<file path="config.mk">
export PLATFORM = sky130hd
export DESIGN_NAME = mce_ctrl
export DESIGN_NICKNAME = d
export VERILOG_FILES = /design/src/design/mce_pkg.sv /design/src/design/mce_ctrl.sv
export SDC_FILE = /design/constraint.sdc
export NUM_CORES = 1
export LEC_CHECK = 0
export BUFFER_PORTS_ARGS = -buffer_cell sky130_fd_sc_hd__buf_2
export CORE_AREA = 2 2 39 41
export DETAILED_ROUTE_END_ITERATION = 6
export DIE_AREA = 0 0 41 43
export GPL_TIMING_DRIVEN = 0
export PLACE_DENSITY_LB_ADDON = 0.1
export SETUP_SLACK_MARGIN = 0.5
export SLEW_MARGIN = 20
export SYNTH_ARGS = -nofsm -noshare
export SYNTH_HDL_FRONTEND = slang
export SYNTH_SLANG_ARGS = --single-unit
</file>
<file path="constraint.sdc">
create_clock -name clk -period 2.05 [get_ports clk]
set_clock_uncertainty 0.2 [all_clocks]
set_input_delay 0.5125 -clock clk [delete_from_list [all_inputs] [get_ports clk]]
set_output_delay 0.5125 -clock clk [all_outputs]
set_load 0.03 [all_outputs]
</file>
<file path="src/design/mce_pkg.sv">
// Package for the memo cache with usage eviction: codes, defaults and the
// command and status structs between controller and datapath. No dependencies.
`timescale 1ns / 1ps
`default_nettype none
package mce_pkg;

  // Default table size.
  localparam int unsigned SLOTS_DEF = 256;

  // Widths of the fixed fields.
  localparam int unsigned KEY_W   = 64;
  localparam int unsigned VAL_W   = 64;
  localparam int unsigned LIMIT_W = 9;
  localparam int unsigned COUNT_W = 9;

  // Reset value of the entry limit register.
  localparam logic [LIMIT_W-1:0] LIMIT_RESET = 9'd256;

  // Operation codes of the mode field.
  localparam logic [1:0] MODE_PROBE  = 2'd0;
  localparam logic [1:0] MODE_FETCH  = 2'd1;
  localparam logic [1:0] MODE_INSERT = 2'd2;

  // Result status codes.
  localparam logic [1:0] ST_OK       = 2'd0;
  localparam logic [1:0] ST_MISS     = 2'd1;
  localparam logic [1:0] ST_OVER     = 2'd2;
  localparam logic [1:0] ST_FULL     = 2'd3;

  // Commands from the controller to the datapath.
  typedef struct packed {
    logic       start;      // latch the item and clear the search results
    logic       scan;       // one step of the key and free slot search
    logic       evict_init; // restart the slot counter for the eviction sweep
    logic       evict;      // one step of the eviction sweep
    logic       insert;     // write the item into its slot
    logic       mark;       // mark the matched slot as fetched
    logic       load_out;   // load the result register
    logic [1:0] status;     // status code for the result
  } cmd_t;

  // Status from the datapath to the controller.
  typedef struct packed {
    logic [1:0] mode;
    logic       batch;
    logic       found;      // key matched during the search
    logic       slot_live;  // matched slot is still valid
    logic       free_found; // a free slot is known
    logic       over;       // entry count above the limit
    logic       scan_done;
    logic       evict_done;
    logic       out_free;   // result register can take a new result
  } stat_t;

endpackage
`default_nettype wire

</file>
<file path="src/design/mce_ctrl.sv">
// Controller state machine of the memo cache: sequences search, eviction,
// insert and fetch through commands to the datapath. Uses mce_pkg.
`timescale 1ns / 1ps
`default_nettype none
module mce_ctrl (
  input  wire logic          clk,
  input  wire logic          rst,
  input  wire logic          in_valid,
  output logic               in_stall,
  input  wire mce_pkg::stat_t st,
  output mce_pkg::cmd_t      cmd
);

  typedef enum logic [2:0] {
    S_IDLE, S_SCAN, S_DECIDE, S_EVICT, S_CHECK, S_INS, S_RDV, S_FIN
  } state_t;

  state_t     state, state_next;
  logic [1:0] code, code_next;

  // Next state and status code.
  always_comb begin
    state_next = state;
    code_next  = code;
    unique case (state)
      S_IDLE: begin
        code_next = mce_pkg::ST_OK;
        if (in_valid) state_next = S_SCAN;
      end
      S_SCAN: begin
        if (st.scan_done) state_next = S_DECIDE;
      end
      S_DECIDE: begin
        if (st.mode == mce_pkg::MODE_FETCH) begin
          if (st.found) begin
            state_next = S_RDV;
          end else begin
            code_next  = mce_pkg::ST_MISS;
            state_next = S_FIN;
          end
        end else if (st.mode == mce_pkg::MODE_INSERT) begin
          if (st.batch && st.over) state_next = S_EVICT;
          else state_next = S_INS;
        end else begin
          state_next = S_FIN;
        end
      end
      S_EVICT: begin
        if (st.evict_done) state_next = S_CHECK;
      end
      S_CHECK: begin
        if (st.over) begin
          code_next  = mce_pkg::ST_OVER;
          state_next = S_FIN;
        end else begin
          state_next = S_INS;
        end
      end
      S_INS: begin
        if (!st.slot_live && !st.free_found) code_next = mce_pkg::ST_FULL;
        state_next = S_FIN;
      end
      S_RDV: begin
        state_next = S_FIN;
      end
      S_FIN: begin
        if (st.out_free) state_next = S_IDLE;
      end
      default: state_next = S_IDLE;
    endcase
  end

  // State and status register.
  always_ff @(posedge clk) begin
    if (rst) begin
      state <= S_IDLE;
      code  <= mce_pkg::ST_OK;
    end else begin
      state <= state_next;
      code  <= code_next;
    end
  end

  // Commands decoded from the state; the sweep restarts only when one follows.
  always_comb begin
    cmd            = '0;
    cmd.status     = code;
    cmd.start      = (state == S_IDLE) && in_valid;
    cmd.scan       = (state == S_SCAN);
    cmd.evict_init = (state == S_DECIDE) && (state_next == S_EVICT);
    cmd.evict      = (state == S_EVICT);
    cmd.insert     = (state == S_INS);
    cmd.mark       = (state == S_RDV);
    cmd.load_out   = (state == S_FIN) && st.out_free;
  end

  assign in_stall = (state != S_IDLE);

`ifndef SYNTHESIS
  // A fetch never marks a slot unless the search found the key.
  a_mark_found: assert property (@(posedge clk) disable iff (rst)
    cmd.mark |-> st.found) else $error("fetch mark without a match");
  // A finished result leaves only when the result register is free.
  a_load_free: assert property (@(posedge clk) disable iff (rst)
    (state == S_FIN) && !st.out_free |=> (state == S_FIN))
    else $error("result dropped while the output was busy");
  // Eviction runs only for inserts.
  a_evict_ins: assert property (@(posedge clk) disable iff (rst)
    cmd.evict |-> (st.mode == mce_pkg::MODE_INSERT))
    else $error("eviction outside an insert");
`endif

endmodule
`default_nettype wire

</file>
# ---- Word level (Yosys, flattened, before mapping)
# Cells that the tools add are included.
dict set report word_totals {
  output_inout_bits 10
  regBits 5
  inputBits 13
}
dict set report classes {
  reduce_logical 12
  n_eq_ne 14
  mux 15
}
# op count
set op_table {}
lappend op_table {{$mux 3} 7}
lappend op_table {{$pmux 3 s7} 1}
lappend op_table {{$eq 3x3->1 const B} 4}
lappend op_table {{$mux 2} 5}
lappend op_table {{$eq 3x2->1 const B} 3}
lappend op_table {{$pmux 2 s4} 1}
lappend op_table {{$ne 2x2->1 const B} 3}
lappend op_table {{$logic_and 1x1->1} 5}
lappend op_table {{$reduce_and 5->1} 1}
lappend op_table {{$reduce_bool 4->1} 1}
lappend op_table {{$eq 3x1->1 const B} 1}
lappend op_table {{$logic_not 3->1} 1}
lappend op_table {{$reduce_bool 3->1} 1}
lappend op_table {{$eq 2x1->1 const B} 1}
lappend op_table {{$eq 2x2->1 const B} 1}
lappend op_table {{$logic_not 1->1} 2}
lappend op_table {{$ne 2x1->1 const B} 1}
lappend op_table {{$reduce_or 2->1} 1}
lappend op_table {{$mux 1} 1}

# ---- Logic depth before layout (Yosys ltp)
# Gate-level depths: netlist of the first run.
dict set report logic_depth {
  word_depth 7
  depth_mapped 5
  depth_no_buf 4
}

# ---- Worst setup path after synthesis of the first run
# Ideal clock, no wire load.
dict set report synth_timing {
  kind {input -> output}
  from {in st[8] (netlist bit)}
  to {out cmd[6] (netlist bit)}
  t_arrival_ns 1.350
  required_time_ns 1.337
  slack_ns -0.012
  stages 2
  path_buffers 0
  cell_sequence {nand4b_1 -> nor3_1}
}
# element line
set synth_rtl {}
lappend synth_rtl {{start, declared} mce_ctrl.sv:10} ;# input wire mce_pkg::stat_t st,
lappend synth_rtl {{end, declared} mce_ctrl.sv:11} ;# output mce_pkg::cmd_t cmd

==> impl_metrics.py, run 1 <==
metrics = {
    "synth": {
        "async_flop_share_pct": 0,
        "synthAdderAreaFrac_pct": 0,
        "synth_ff_type": "dfxtp_1",
        "syn_area_sq_um": 439,
        "synth_xor_area_share_pct": 0,
        "synthCells": 58,
        "yosysMostFrequentCell": "nand2_1",
        "yosysUniqueCellTypes": 31,
        "ys_top_cells_by_count": "7 x nand2_1, 6 x nor2_1, 5 x dfxtp_1, 5 x nor3_1, 4 x inv_1",
        "syn_area_per_cell_sq_um": 7.57,
        "synth-simple-area-share_pct": 33.3,
        "ys_warn_count": 0,
        "synth_area_leaders": "dfxtp_1 23%, nand2_1 6.0%, nor3_1 5.7%",
        "synth_top_family_by_area": "simple AND/OR/NAND/NOR gates",
        "synth_top_area_share_pct": 22.8,
        "syn-num-nets": 71,
        "ys_seq_elements": 5,
        "muxShareOfSynthArea_pct": 5.98,
        "synth_compound_area_share_pct": 29.6,
        "synth_top_area_cell": "dfxtp_1",
        "ys_seq_area_share_pct": 22.8,
        "synth_edf_count": 0,
    },
    "cts": {
        "cts_sinks": 5,
        "cts-root-buf": "clkbuf_4",
        "hold_buffers": 0,
        "clk_pin_slew_ns": 0.04,
        "cts_inserted_buffers": 3,
        "insertion_delay_ns": 0.24,
        "clockBufferDepth": 2,
        "cts_max_level": 1,
        "tritoncts": "built",
    },
    "timing": {
        "setup_viol_count_final": 0,
        "finalCritPeriodShare_pct": 91.8,
        "slew_viol_final": 0,
        "fmax_mhz": 531,
        "rsz0062_at_grt": "true",
        "slew_headroom_pct": 76.0,
        "finalSetupTns_ns": 0,
        "min_period_ns": 1.88,
        "hold_viol_final": 0,
        "worst_slew_pin_slew_ns": 0.359,
        "holdWs_ns": 0.285,
    },
    "global_routing": {
        "antenna_found_initial": 0,
        "grt.met1_usage_pct": 27.0,
        "grt_usage_pct": 19.5,
        "grt_pass1_wl_um": 2310,
        "grtUsageMet3_pct": 7.85,
        "use_met2_pct": 26.6,
        "busiest_layer": "met1",
        "grt_max_degree": 8,
        "first_global_vias": 550,
        "gr-total-overflow": 0,
    },
    "worst_setup_path": {
        "crit_arrival_ns": 1.17,
        "crit_type": "reg -> out",
        "cp-end-kind": "primary output",
        "critPathRequiredTime_ns": 1.34,
        "startpoint_type": "flip-flop",
        "critPathMaxFanout": 3,
    },
    "floorplanning": {
        "io_pins": 23,
        "row_count": 14,
        "die_width_um": 41,
        "start_util_pct": 31.7,
        "die_y_um": 43,
        "die_area_sq_um": 1760,
        "core_area_sq_um": 1380,
    },
    "power": {
        "p_per_area_nw_per_um2": 1020,
        "leakage_nw": 0.430,
        "peakVddDrop_mv": 0.580,
    },
    "cells_and_area": {
        "regArea_sq_um": 111,
        "fin_util_pct": 68.4,
        "area_delta_synth_final_pct": 115,
        "fin_nets": 113,
        "fill_cells": 110,
        "multiInputGateArea_sq_um": 422,
        "antenna_cells": 0,
        "layout-drive-gt1-share_pct": 68.7,
    },
    "place": {
        "gp_congestion": 0.795,
        "dp_hpwl_um": 952,
        "io_buffers": 22,
    },
    "worst_hold_path": {
        "hp-class": "in -> reg",
    },
    "flow_run": {
        "cap_viol_max_count": 0,
    },
    "drt": {
        "wirelength_um": 1400,
        "postRouteAntennaNets": 0,
        "vias_per_cell": 5.06,
        "drtIter0Drc": 6,
        "drc_errors": 0,
        "dr.pass1.iters": 4,
        "via_count": 582,
        "wl_per_cell_um": 12.2,
    },
    "outcome": {
        "status": "complete, no violations",
    },
}
-- critical path, stage by stage, from the launching register on --
cell and delay, ns:
dfxtp_4 0.34, buf_8 0.12, buf_12 0.12, nor2_4 0.07
and2_4 0.14, buf_6 0.12
-- state kept, by name, summed over array words and instances, names as in the netlist --
register,flops
code,2
state,3
-- report_power, final --
| part | switching, mW | internal [mW] |
|---|---|---|
| registers | 0.0383 | 0.130 |
| clock network | 0.0423 | 0.0737 |
| logic | 0.318 | 0.361 |
| total | 0.399 | 0.565 |
-- kinds of logic after synthesis --
family                 Yosys count
AND/OR/NAND/NOR                 28
AO/OA/AOI/OAI                   16
buffers and inverters            7
flip-flops                       5
multiplexers                     2
-- per-layer routing --
metal	up-vias	routed length (um)
met3	4	81
met5	-	0
met4	0	32
li1	296	-
met2	23	652
met1	259	632
-- worst paths after layout --
kind,from,end,slack [ns],cells past startpoint
setup / recovery,state[2],cmd[5],0.17,5
hold reg to reg,code[0],code[0],0.29,1
hold / removal,rst,state[2],0.28,2
setup reg to reg,state[2],code[1],0.34,6
-- through the flow --
stage                     total power [mW]  instance area [sq um]  std cells  setup slack, ns
after floorplan                      0.490                    515         58            0.301
after global placement               0.583                    646         96            0.126
after detailed placement             0.584                    646         96            0.130
after CTS                            0.897                    878        113            0.125
after global routing                  1.03                    946        115            0.116
final                                0.963                    946        115            0.168
-- area by class of cell --
cell class                 count  share of cell area [%]
multi-input combinational     46                    44.6
buffer                         3                    4.76
tap                           16                    2.12
clock buffer                   4                    2.78
timing repair buffer          37                    32.1
inverter                       4                    1.85
sequential                     5                    11.8
-- placed cells by master, fill, tap and decap left out, drive strengths merged, types with 2 or more instances in the layout --
| cell type | instances |
|---|---|
| dfxtp | 5 |
| a21oi | 2 |
| mux2 | 2 |
| nor2b | 2 |
| a31oi | 2 |
| inv | 4 |
| nand2b | 2 |
| nor3 | 5 |
| nand2 | 7 |
| clkbuf | 4 |
| and2 | 2 |
| o21ai | 2 |
| nor2 | 6 |
| buf | 40 |
-- repair_timing --
action                                  4_1_cts  5_1_grt
cloned                                        0        0
endpoints found under the setup margin       10       13
buffers inserted                             13        2
pin swaps                                     9        9
gates resized for setup                      30       13
Note: power is estimated with default switching activity, not from simulation.
==> run 2, diff against run 1 <==
- SETUP_SLACK_MARGIN: 0.5 -> default
==> run 2 against run 1 <==
Wire length decreased by 23%; hold slack better by 0.0073 ns; sequential power fell by 8%; critical path depth decreased by 1; critical path type unchanged; largest cell class unchanged; highest routed layer is now met3.
==> impl_metrics.py, run 2 (same netlist as run 1, synthesis figures left out) <==
metrics = {
    "drt": {
        "via_count": 511,
        "postRouteAntennaNets": 0,
        "wl_per_cell_um": 10.8,
        "vias_per_cell": 5.11,
        "drtIter0Drc": 8,
        "dr.pass1.iters": 4,
        "drc_errors": 0,
        "wirelength_um": 1080,
    },
    "floorplanning": {
        "die_area_sq_um": 1760,
        "die_y_um": 43,
        "core_area_sq_um": 1380,
        "start_util_pct": 31.7,
        "die_width_um": 41,
        "io_pins": 23,
        "row_count": 14,
    },
    "place": {
        "placedCellCount": 96,
        "dp_hpwl_um": 886,
        "gp_congestion": 0.810,
        "pre_cts_ws_ns": 0.180,
        "io_buffers": 22,
    },
    "outcome": {
        "status": "complete, no violations",
    },
    "worst_hold_path": {
        "hp-class": "in -> reg",
        "hold_start": "rst",
        "whs_endpoint": "state[1]",
        "hold_depth": 2,
    },
    "power": {
        "clockPowerShare_pct": 17.9,
        "peakVddDrop_mv": 0.409,
        "p_comb_share_pct": 58.0,
        "seqPwrFrac_pct": 24.1,
        "leakage_nw": 0.297,
        "p_int_mw": 0.349,
        "switching_power_mw": 0.294,
        "switching_share_pct": 45.8,
        "p_per_area_nw_per_um2": 1040,
    },
    "cells_and_area": {
        "layout-drive-gt1-share_pct": 45.2,
        "most-common-layout-cells": "23 x buf_2, 7 x nand2_1, 6 x nor2_1",
        "largest_reg_flops": 3,
        "largest_register": "state",
        "fin_nets": 98,
        "top_regs": "state (3), code (2)",
        "antenna_cells": 0,
        "final_common_cell": "buf_2",
        "area_delta_synth_final_pct": 40.7,
        "finalNonFillerCells": 100,
    },
    "timing": {
        "layout_setup_ws_ns": 0.0575,
        "setup_viol_count_final": 0,
        "slew_viol_final": 0,
        "fmax_mhz": 502,
        "finalSetupTns_ns": 0,
        "finalCritPeriodShare_pct": 97.2,
        "hold_viol_final": 0,
        "rsz0062_at_grt": "true",
        "min_period_ns": 1.99,
        "worst_slew_pin_slew_ns": 0.291,
        "slew_headroom_pct": 80.6,
    },
    "worst_setup_path": {
        "r2r-start": "state[2]",
        "startpoint_type": "flip-flop",
        "crit_type": "reg -> out",
        "slowest_delay_ns": 0.40,
        "critPathMaxFanout": 7,
        "cp_slowest_cell": "dfxtp_2",
        "worstReg2RegEnd": "code[1]",
        "ff2ff_setup_slack_ns": 0.42,
        "critPathRequiredTime_ns": 1.34,
        "crit_arrival_ns": 1.28,
        "cp-end-kind": "primary output",
        "path_cells": "inv_1 -> nor2_1 -> and2_1 -> buf_2",
        "r2r_cells": 5,
    },
    "cts": {
        "insertion_delay_ns": 0.25,
        "hold_buffers": 0,
        "cts_sinks": 5,
        "cts_max_level": 1,
        "cts-root-buf": "clkbuf_4",
        "clockBufferDepth": 2,
        "cts_inserted_buffers": 3,
        "post-cts-setup-buffer-count": 0,
        "tritoncts": "built",
        "clk_pin_slew_ns": 0.05,
    },
    "global_routing": {
        "grt_max_degree": 11,
        "gr-total-overflow": 0,
        "grt_usage_pct": 14.4,
        "grt_pass1_wl_um": 1750,
        "first_global_vias": 425,
        "antenna_found_initial": 0,
    },
    "flow_run": {
        "cap_viol_max_count": 0,
    },
}
run 2: through the flow:
step                hold slack (ns)  power [mW]  utilization, %  area [sq um]
floorplan                     0.391       0.425               -           444
global placement              0.285       0.516            41.5           574
detailed placement            0.286       0.513            41.5           574
CTS                           0.287       0.641            44.1           611
global route                  0.292       0.693            44.7           618
finish                        0.292       0.643            44.7           618
run 2: cell type report:
class	instances	area, sq um
well taps	16	20.0
fillers	159	766
multi-input cells	46	319
inverters	4	15.0
clock buffers	3	22.5
flip-flops and latches	5	103
plain buffers	3	23.8
repair buffers	22	110
clock inverters	1	5.00
run 2: worst max-delay path: cells and delay by family (launching register included):
| kind | cells | cell delay, ns |
|---|---|---|
| flops | 1 | 0.40 |
| buf+inv | 2 | 0.30 |
| simple gates | 2 | 0.34 |
run 2: worst max-delay path by stage:
stage | start | end | slack, ns | depth (start not counted)
6_report | state[0] | cmd[5] | 0.06 | 4
5_1_grt | state[0] | cmd[5] | 0.0005 | 4
4_1_cts | state[1] | cmd[6] | 0.008 | 3
3_5_place_dp | st[8] | cmd[6] | 0.18 | 4
3_3_place_gp | state[2] | cmd[8] | 0.19 | 4
2_1_floorplan | state[1] | cmd[7] | 0.13 | 2
run 2: timing repair:
action | in CTS | in global routing
gates resized for setup | 3 | 2
setup endpoints to repair | 3 | 4
cloned | 0 | 0
run 2: power groups by stage:
stage	clock network, mW	logic, mW	registers [mW]
6_report	0.115	0.373	0.155
5_1_grt	0.125	0.409	0.159
3_3_place_gp	0	0.364	0.151
4_1_cts	0.121	0.368	0.152
2_1_floorplan	0	0.260	0.165
3_5_place_dp	0	0.362	0.151
run 2: metal layers:
metal	global-route usage, %	share of wire (%)	wire length [um]
met3	6.28	7.1	77
met2	20.6	46	495
met5	0	0	0
met4	2.00	0	0
met1	20.0	47	508
